**config.mk**
```make
export PLATFORM = sky130hd
export DESIGN_NAME = dse_ctrl
export DESIGN_NICKNAME = d
export VERILOG_FILES = /design/src/rtl/dse_pkg.sv /design/src/rtl/dse_ctrl.sv
export SDC_FILE = /design/constraint.sdc
export NUM_CORES = 1
export LEC_CHECK = 0
export ABC_CLOCK_PERIOD_IN_PS = 1600
export BUFFER_PORTS_ARGS = -buffer_cell sky130_fd_sc_hd__buf_2
export CAP_MARGIN = 20
export CORE_UTILIZATION = 46
export CTS_CLUSTER_DIAMETER = 150
export DETAILED_ROUTE_END_ITERATION = 7
export GPL_TIMING_DRIVEN = 0
export PLACE_DENSITY = 0.79
export SYNTH_ARGS = -nofsm -noshare
export SYNTH_HDL_FRONTEND = slang
export SYNTH_SLANG_ARGS = --single-unit
```
**constraint.sdc**
```tcl
create_clock -name clk -period 1.6 [get_ports clk]
set_input_delay 0.08 -clock clk [delete_from_list [all_inputs] [get_ports clk]]
set_output_delay 0.08 -clock clk [all_outputs]
set_load 0.05 [all_outputs]
```
**src/rtl/dse_pkg.sv**
```systemverilog
package dse_pkg;

	localparam int STACK_DEPTH = 128;
	localparam int ADDR_W = $clog2(STACK_DEPTH);
	localparam int CNT_W = $clog2(STACK_DEPTH + 1);
	// Index arithmetic is done one bit wider than the count so lo + 2 never wraps.
	localparam int IDX_W = CNT_W + 1;
	localparam int DATA_W = 32;
	localparam int DEPTH_W = 8;
	localparam int ACT_W = 3;
	localparam int TDATA_IN_W = 32;
	localparam int TUSER_IN_W = 4;
	localparam int TDATA_OUT_W = 40;
	localparam int TUSER_OUT_W = 3;

	typedef enum logic [ACT_W-1:0] {
		ACT_PUSH    = 3'd0,
		ACT_POP     = 3'd1,
		ACT_REVERSE = 3'd2,
		ACT_REMOVE  = 3'd3,
		ACT_COMPARE = 3'd4
	} action_t;

	typedef enum logic [1:0] {
		ST_OK       = 2'd0,
		ST_FULL     = 2'd1,
		ST_EMPTY    = 2'd2,
		ST_NOTFOUND = 2'd3
	} status_t;

	typedef struct packed {
		logic    load;
		logic    init;
		logic    push_wr;
		logic    rd;
		logic    rd_next;
		logic    wr_lo_b;
		logic    wr_hi_a;
		logic    hi_dec;
		logic    lo_inc;
		logic    mark_pos;
		logic    shift_wr;
		logic    cnt_dec;
		logic    set_pop;
		logic    set_status;
		status_t status;
		logic    set_eq;
		logic    eq;
		logic    emit;
	} cmd_t;

	typedef struct packed {
		action_t act;
		logic    full;
		logic    empty;
		logic    shallow;
		logic    cnt_diff;
		logic    cmp_zero;
		logic    match_b;
		logic    hi_zero;
		logic    top_hit;
		logic    rev_more;
		logic    shift_more;
		logic    cmp_diff;
		logic    cmp_last;
		logic    out_free;
	} sts_t;

endpackage

```
**src/rtl/dse_ctrl.sv**
```systemverilog
module dse_ctrl
	import dse_pkg::*;
(
	input  logic clk,
	input  logic arst_n,
	input  logic in_valid,
	output logic in_ready,
	input  sts_t sts,
	output cmd_t cmd
);

	typedef enum logic [7:0] {
		S_IDLE  = 8'b0000_0001,
		S_START = 8'b0000_0010,
		S_RD    = 8'b0000_0100,
		S_EVAL  = 8'b0000_1000,
		S_WR    = 8'b0001_0000,
		S_SRD   = 8'b0010_0000,
		S_SWR   = 8'b0100_0000,
		S_DONE  = 8'b1000_0000
	} state_t;

	state_t state_q, state_nxt;

	assign in_ready = (state_q == S_IDLE);

	always_ff @(posedge clk or negedge arst_n) begin
		if (!arst_n) begin
			state_q <= S_IDLE;
		end else begin
			state_q <= state_nxt;
		end
	end

	always_comb begin
		cmd = '0;
		cmd.status = ST_OK;
		state_nxt = state_q;
		case (state_q)
			S_IDLE: begin
				if (in_valid) begin
					cmd.load = 1'b1;
					state_nxt = S_START;
				end
			end
			S_START: begin
				cmd.init = 1'b1;
				state_nxt = S_DONE;
				case (sts.act)
					ACT_PUSH: begin
						if (sts.full) begin
							cmd.set_status = 1'b1;
							cmd.status = ST_FULL;
						end else begin
							cmd.push_wr = 1'b1;
						end
					end
					ACT_POP: begin
						if (sts.empty) begin
							cmd.set_status = 1'b1;
							cmd.status = ST_EMPTY;
						end else begin
							state_nxt = S_RD;
						end
					end
					ACT_REVERSE: begin
						if (!sts.shallow) state_nxt = S_RD;
					end
					ACT_REMOVE: begin
						if (sts.empty) begin
							cmd.set_status = 1'b1;
							cmd.status = ST_NOTFOUND;
						end else begin
							state_nxt = S_RD;
						end
					end
					ACT_COMPARE: begin
						if (sts.cnt_diff) begin
							cmd.set_eq = 1'b1;
							cmd.eq = 1'b0;
						end else if (sts.cmp_zero) begin
							cmd.set_eq = 1'b1;
							cmd.eq = 1'b1;
						end else begin
							state_nxt = S_RD;
						end
					end
					default: state_nxt = S_DONE;
				endcase
			end
			S_RD: begin
				cmd.rd = 1'b1;
				state_nxt = S_EVAL;
			end
			S_EVAL: begin
				state_nxt = S_DONE;
				case (sts.act)
					ACT_POP: begin
						cmd.set_pop = 1'b1;
						cmd.cnt_dec = 1'b1;
					end
					ACT_REVERSE: begin
						cmd.wr_lo_b = 1'b1;
						state_nxt = S_WR;
					end
					ACT_REMOVE: begin
						if (sts.match_b) begin
							if (sts.top_hit) begin
								cmd.cnt_dec = 1'b1;
							end else begin
								cmd.mark_pos = 1'b1;
								state_nxt = S_SRD;
							end
						end else if (sts.hi_zero) begin
							cmd.set_status = 1'b1;
							cmd.status = ST_NOTFOUND;
						end else begin
							cmd.hi_dec = 1'b1;
							state_nxt = S_RD;
						end
					end
					ACT_COMPARE: begin
						if (sts.cmp_diff) begin
							cmd.set_eq = 1'b1;
							cmd.eq = 1'b0;
						end else if (sts.cmp_last) begin
							cmd.set_eq = 1'b1;
							cmd.eq = 1'b1;
						end else begin
							cmd.lo_inc = 1'b1;
							state_nxt = S_RD;
						end
					end
					default: state_nxt = S_DONE;
				endcase
			end
			S_WR: begin
				cmd.wr_hi_a = 1'b1;
				state_nxt = sts.rev_more ? S_RD : S_DONE;
			end
			S_SRD: begin
				cmd.rd = 1'b1;
				cmd.rd_next = 1'b1;
				state_nxt = S_SWR;
			end
			S_SWR: begin
				cmd.shift_wr = 1'b1;
				if (sts.shift_more) begin
					state_nxt = S_SRD;
				end else begin
					cmd.cnt_dec = 1'b1;
					state_nxt = S_DONE;
				end
			end
			S_DONE: begin
				if (sts.out_free) begin
					cmd.emit = 1'b1;
					state_nxt = S_IDLE;
				end
			end
			default: state_nxt = S_IDLE;
		endcase
	end

endmodule

```
==> flow_summary.json, run 1 <==
{
  "finalWeightedCongestion": 0.8622,
  "dp_worst_setup_slack_ns": -0.3078,
  "dp_hpwl_um": 1711,
  "stop_stage": "global routing",
  "yosys.area_share.simple_pct": 45.36,
  "die_w_um": 44.63,
  "yosys-mux-area-fraction_pct": 0,
  "io_pins": 39,
  "count_of_flip_flops_with_a_built_in_enable_after_synthesis": 0,
  "count_of_input_and_output_buffers": 37,
  "synth_xor_area_share_pct": 3.144,
  "synth_area_per_cell_um2": 8.442,
  "clock_root_buffer_master": "clkbuf_4",
  "synth-seq-cells": 8,
  "cts_max_path_buffers": 2,
  "synth_cell_types": 41,
  "syn_nets": 118,
  "synth-adder-area-share_pct": 0,
  "outcome": "stopped before the end",
  "stop_error": "[ERROR DPL-0038] Utilization greater than 100%, impossible to legalize",
  "async_reset_ff_share_pct": 100.0,
  "syn-cell-area_um2": 835.8,
  "yosys_most_used_dff": "dfrtp_1",
  "synth_sequential_area_ratio_pct": 24.10,
  "die_h_um": 44.63,
  "worst_endpoint": "cmd[9]",
  "yosysWarningCount": 0,
  "start_util_pct": 48.94,
  "cts_inserted_buffers": 3,
  "worst_path_end_type": "primary output",
  "synth_compound_area_share_pct": 19.91,
  "synthesis.instances": 99,
  "grt_start_max_net_pins": 11,
  "clkSinkCount": 8,
  "row_count": 15,
  "ctsHtreeMaxLevel": 1,
  "dominant_combinational_cell_family_by_area_after_synthesis": "simple AND/OR/NAND/NOR gates"
}
kinds of logic after synthesis:
logic type / Yosys count
xor+xnor: 3
simple gates: 52
flops: 8
compound gates: 24
buf+inv: 12
synth_stat cells (all sizes together), types with 2 or more instances:
cell type,instances,area share (%)
a21o,3,2.7
a21oi,4,2.4
and2,3,2.2
and4b,5,6.0
buf,7,5.2
dfrtp,7,21
inv,4,1.8
nand2,6,2.7
nand2b,3,2.5
nand3b,2,1.8
nor2,5,2.2
nor2b,2,1.5
nor3,12,9.6
nor3b,2,1.8
nor4b,4,6.0
o2111ai,2,2.1
o21ai,8,6.1
or3b,2,2.1
xor2,2,2.1
stage by stage:
step	utilization, %	instances	setup TNS, ns	instance area (um2)	hold slack [ns]
global placement	69.16	161	-1.658	1181	-0.07013
CTS	94.21	186	-4.745	1609	0.06651
floorplan	-	99	-1.237	964.7	-0.2156
detailed placement	69.16	161	-2.105	1181	-0.06267
what timing repair did:
item | 4_1_cts
endpoints found under the hold margin | 8
setup endpoints to repair | 21
hold buffers | 1
setup buffers | 21
resized for setup | 65
pin swaps | 13
==> run 2: changes to the inputs <==
--- a/config.mk
+++ b/config.mk
@@ -8,11 +8,11 @@
 export ABC_CLOCK_PERIOD_IN_PS = 1600
 export BUFFER_PORTS_ARGS = -buffer_cell sky130_fd_sc_hd__buf_2
 export CAP_MARGIN = 20
-export CORE_UTILIZATION = 46
-export CTS_CLUSTER_DIAMETER = 150
+export CORE_AREA = 2 2 63 65
 export DETAILED_ROUTE_END_ITERATION = 7
+export DIE_AREA = 0 0 65 67
 export GPL_TIMING_DRIVEN = 0
-export PLACE_DENSITY = 0.79
+export PLACE_DENSITY_LB_ADDON = 0.15
 export SYNTH_ARGS = -nofsm -noshare
 export SYNTH_HDL_FRONTEND = slang
 export SYNTH_SLANG_ARGS = --single-unit
==> run 2 against run 1 <==
The flow now finishes, with violations (setup timing). Synthesized cell count unchanged. Area after synthesis unchanged.
==> flow_summary.json, run 2 <==
{
  "grt_usage_pct": 13.45,
  "final_critical_path_setup_slack_ns": -0.4122,
  "row_count": 22,
  "routedWlPerCell_um": 13.14,
  "synthMostInstantiatedCell": "nor3_1",
  "synth_area_per_cell_um2": 8.442,
  "min_period_over_period_pct": 125.8,
  "largestRegisters": "state_q x8",
  "report.final.slew_viol_count": 0,
  "initialDrtViolationCount": 17,
  "die_w_um": 65,
  "synth-adder-area-share_pct": 0,
  "power.static_leakage_nw": 0.7755,
  "grt-ovfl-total": 0,
  "syn_nets": 118,
  "yosys.area_share.simple_pct": 45.36,
  "timing.slew.headroom_pct": 59.20,
  "netlist.top_cell.by_area": "dfrtp_1",
  "yosysWarningCount": 0,
  "finalWeightedCongestion": 0.8266,
  "dominant_combinational_cell_family_by_area_after_synthesis": "simple AND/OR/NAND/NOR gates",
  "timing.final.hold_violations": 0,
  "synth_sequential_area_ratio_pct": 24.10,
  "critical_path_cell_count": 6,
  "clock_root_buffer_master": "clkbuf_8",
  "timing.critical_path.fanout_max": 3,
  "drt_pass1_iterations": 4,
  "hold_path_class": "primary input to flip-flop",
  "number_of_nets_at_the_end_of_the_flow": 185,
  "synth_area_leaders": "dfrtp_1, and4b_1, nor3_1",
  "maxCapViolations": 0,
  "max_flop_register": "state_q",
  "dp_hpwl_um": 1921,
  "power.total_mw": 1.310,
  "number_of_global_route_vias_before_repair": 997,
  "cts_inserted_buffers": 3,
  "synthesis.instances": 99,
  "cts_tree": "done",
  "die_h_um": 67,
  "count_of_input_and_output_buffers": 37,
  "grt_start_max_net_pins": 11,
  "critical_path.cell_chain": "buf_6 > nor3_4 > nand4b_1 > or3b_1 > a21oi_4 > buf_4",
  "synth_xor_area_share_pct": 3.144,
  "die_area_um2": 4355,
  "min_delay_path_depth": 2,
  "critical_path_class": "flip-flop to primary output",
  "rsz0062_at_grt": "true",
  "ir_drop_uv": 453.0,
  "detailroute.via_count": 1018,
  "cellPowerDensity_nw_per_um2": 754.4,
  "syn-cell-area_um2": 835.8,
  "synth_top_cells_by_count": "nor3_1, dfrtp_1, nand2_1",
  "fmax_mhz": 497.0,
  "clkSinkCount": 8,
  "synth_compound_area_share_pct": 19.91,
  "grt_first_pass_wirelength_um": 4443,
  "reg2regPathDepth": 7,
  "outcome": "complete, but fails checks",
  "largest_register_ffs": 8,
  "critical_path_buf_inv_count": 2,
  "drt_drc_violations_left": 0,
  "synth-seq-cells": 8,
  "design.core.area_um2": 3606,
  "critical_path.top_delay_family": "simple AND/OR/NAND/NOR gates",
  "setup.worst_path.end_class": "primary output",
  "setup_viol": 21,
  "start_util_pct": 23.18,
  "critical-path-max-stage-delay_ns": 0.47,
  "synth_cell_types": 41,
  "crit_slowest_cell": "or3b_1",
  "cts_max_path_buffers": 2,
  "clk_latency_ns": 0.23,
  "ctsHtreeMaxLevel": 1,
  "worstSetupStartpointType": "flip-flop",
  "setup-tns-final_ns": -4.925,
  "mostFrequentLayoutCells": "buf_6, buf_2, buf_4",
  "yosys.area.top_type_share_pct": 20.96,
  "async_reset_ff_share_pct": 100.0,
  "io_pins": 39,
  "timing.critical_path.arrival_ns": 1.93,
  "skew_ns": 0.007745,
  "mostFrequentLayoutCell": "buf_6",
  "mean_number_of_vias_per_cell": 4.779,
  "detail_route.wirelength_um": 2798,
  "worst_margin_slew_ns": 0.6120,
  "route.antenna.remaining_nets": 0,
  "violations": "setup timing",
  "finalWorstPathRequiredPeriod_ns": 2.012,
  "path_clk_slew_ns": 0.04,
  "number_of_antenna_violations_at_the_first_check_in_global_routing": 0,
  "n_antenna_cell": 0,
  "drive_above_1_share_pct": 66.67,
  "count_of_flip_flops_with_a_built_in_enable_after_synthesis": 0,
  "fillers": 332,
  "yosys-mux-area-fraction_pct": 0,
  "worst_ep_required_time_ns": 1.52,
  "area_growth_synth_to_finish_pct": 107.8,
  "yosys_most_used_dff": "dfrtp_1"
}
[run 2: cell counts after synthesis]
No cell type changed its count.
[run 2: cell type report]
cell class / count / area [um2] / share of cell area [%]
sequential: 8 / 206.4 / 11.89
buffer: 7 / 65.06 / 3.746
timing repair buffer: 63 / 570.5 / 32.85
tap: 48 / 60.06 / 3.458
multi-input combinational: 79 / 774.5 / 44.60
inverter: 4 / 15.01 / 0.8646
clock buffer: 4 / 45.04 / 2.594
[run 2: timing repair]
item	CTS	global route
gates resized for setup	55	19
hold buffers	1	0
setup endpoints to repair	21	25
buffers inserted	15	10
pin swaps	14	10
hold endpoints to repair	8	0
[run 2: power by group]
| group | total, mW | internal, mW | switching [mW] |
|---|---|---|---|
| sequential | 0.282 | 0.242 | 0.0398 |
| combinational | 0.775 | 0.365 | 0.410 |
| clock | 0.252 | 0.173 | 0.0798 |
[run 2: path summary, 6_finish.rpt]
kind	from	to	slack, ns
setup reg to reg	state_q[6]	state_q[5]	-0.07
min in group asynchronous	arst_n	state_q[6]	0.22
max in group asynchronous	arst_n	state_q[0]	1.13
setup / recovery	state_q[6]	cmd[1]	-0.41
hold reg to reg	state_q[2]	state_q[6]	0.57
hold / removal	in_valid	state_q[1]	0.09
[run 2: routing by layer]
metal | GRT usage, % | routed length (um)
met5 | 0 | 0
met4 | 3.989 | 19
met3 | 2.872 | 96
met2 | 23.45 | 1450
met1 | 16.55 | 1231
[run 2: kinds of logic (layout without fill, tap and decap cells)]
kind of cell / after synthesis / after routing
buf+inv: 12 / 78
compound gates: 24 / 24
flops: 8 / 8
simple gates: 52 / 52
xor+xnor: 3 / 3
[run 2: metrics by stage]
step	cell area [um2]	hold WS (ns)	utilization, %	std cells	setup slack [ns]
6_report	1737	0.08783	48.16	213	-0.4122
5_1_grt	1737	0.1013	48.16	213	-0.5218
4_1_cts	1590	0.08103	44.10	204	-0.4495
3_5_place_dp	1210	-0.06619	33.55	184	-0.3217
3_3_place_gp	1210	-0.06417	33.55	184	-0.2858
2_1_floorplan	964.7	-0.2156	-	99	-0.2607
Power figures use the tool's default switching activity.
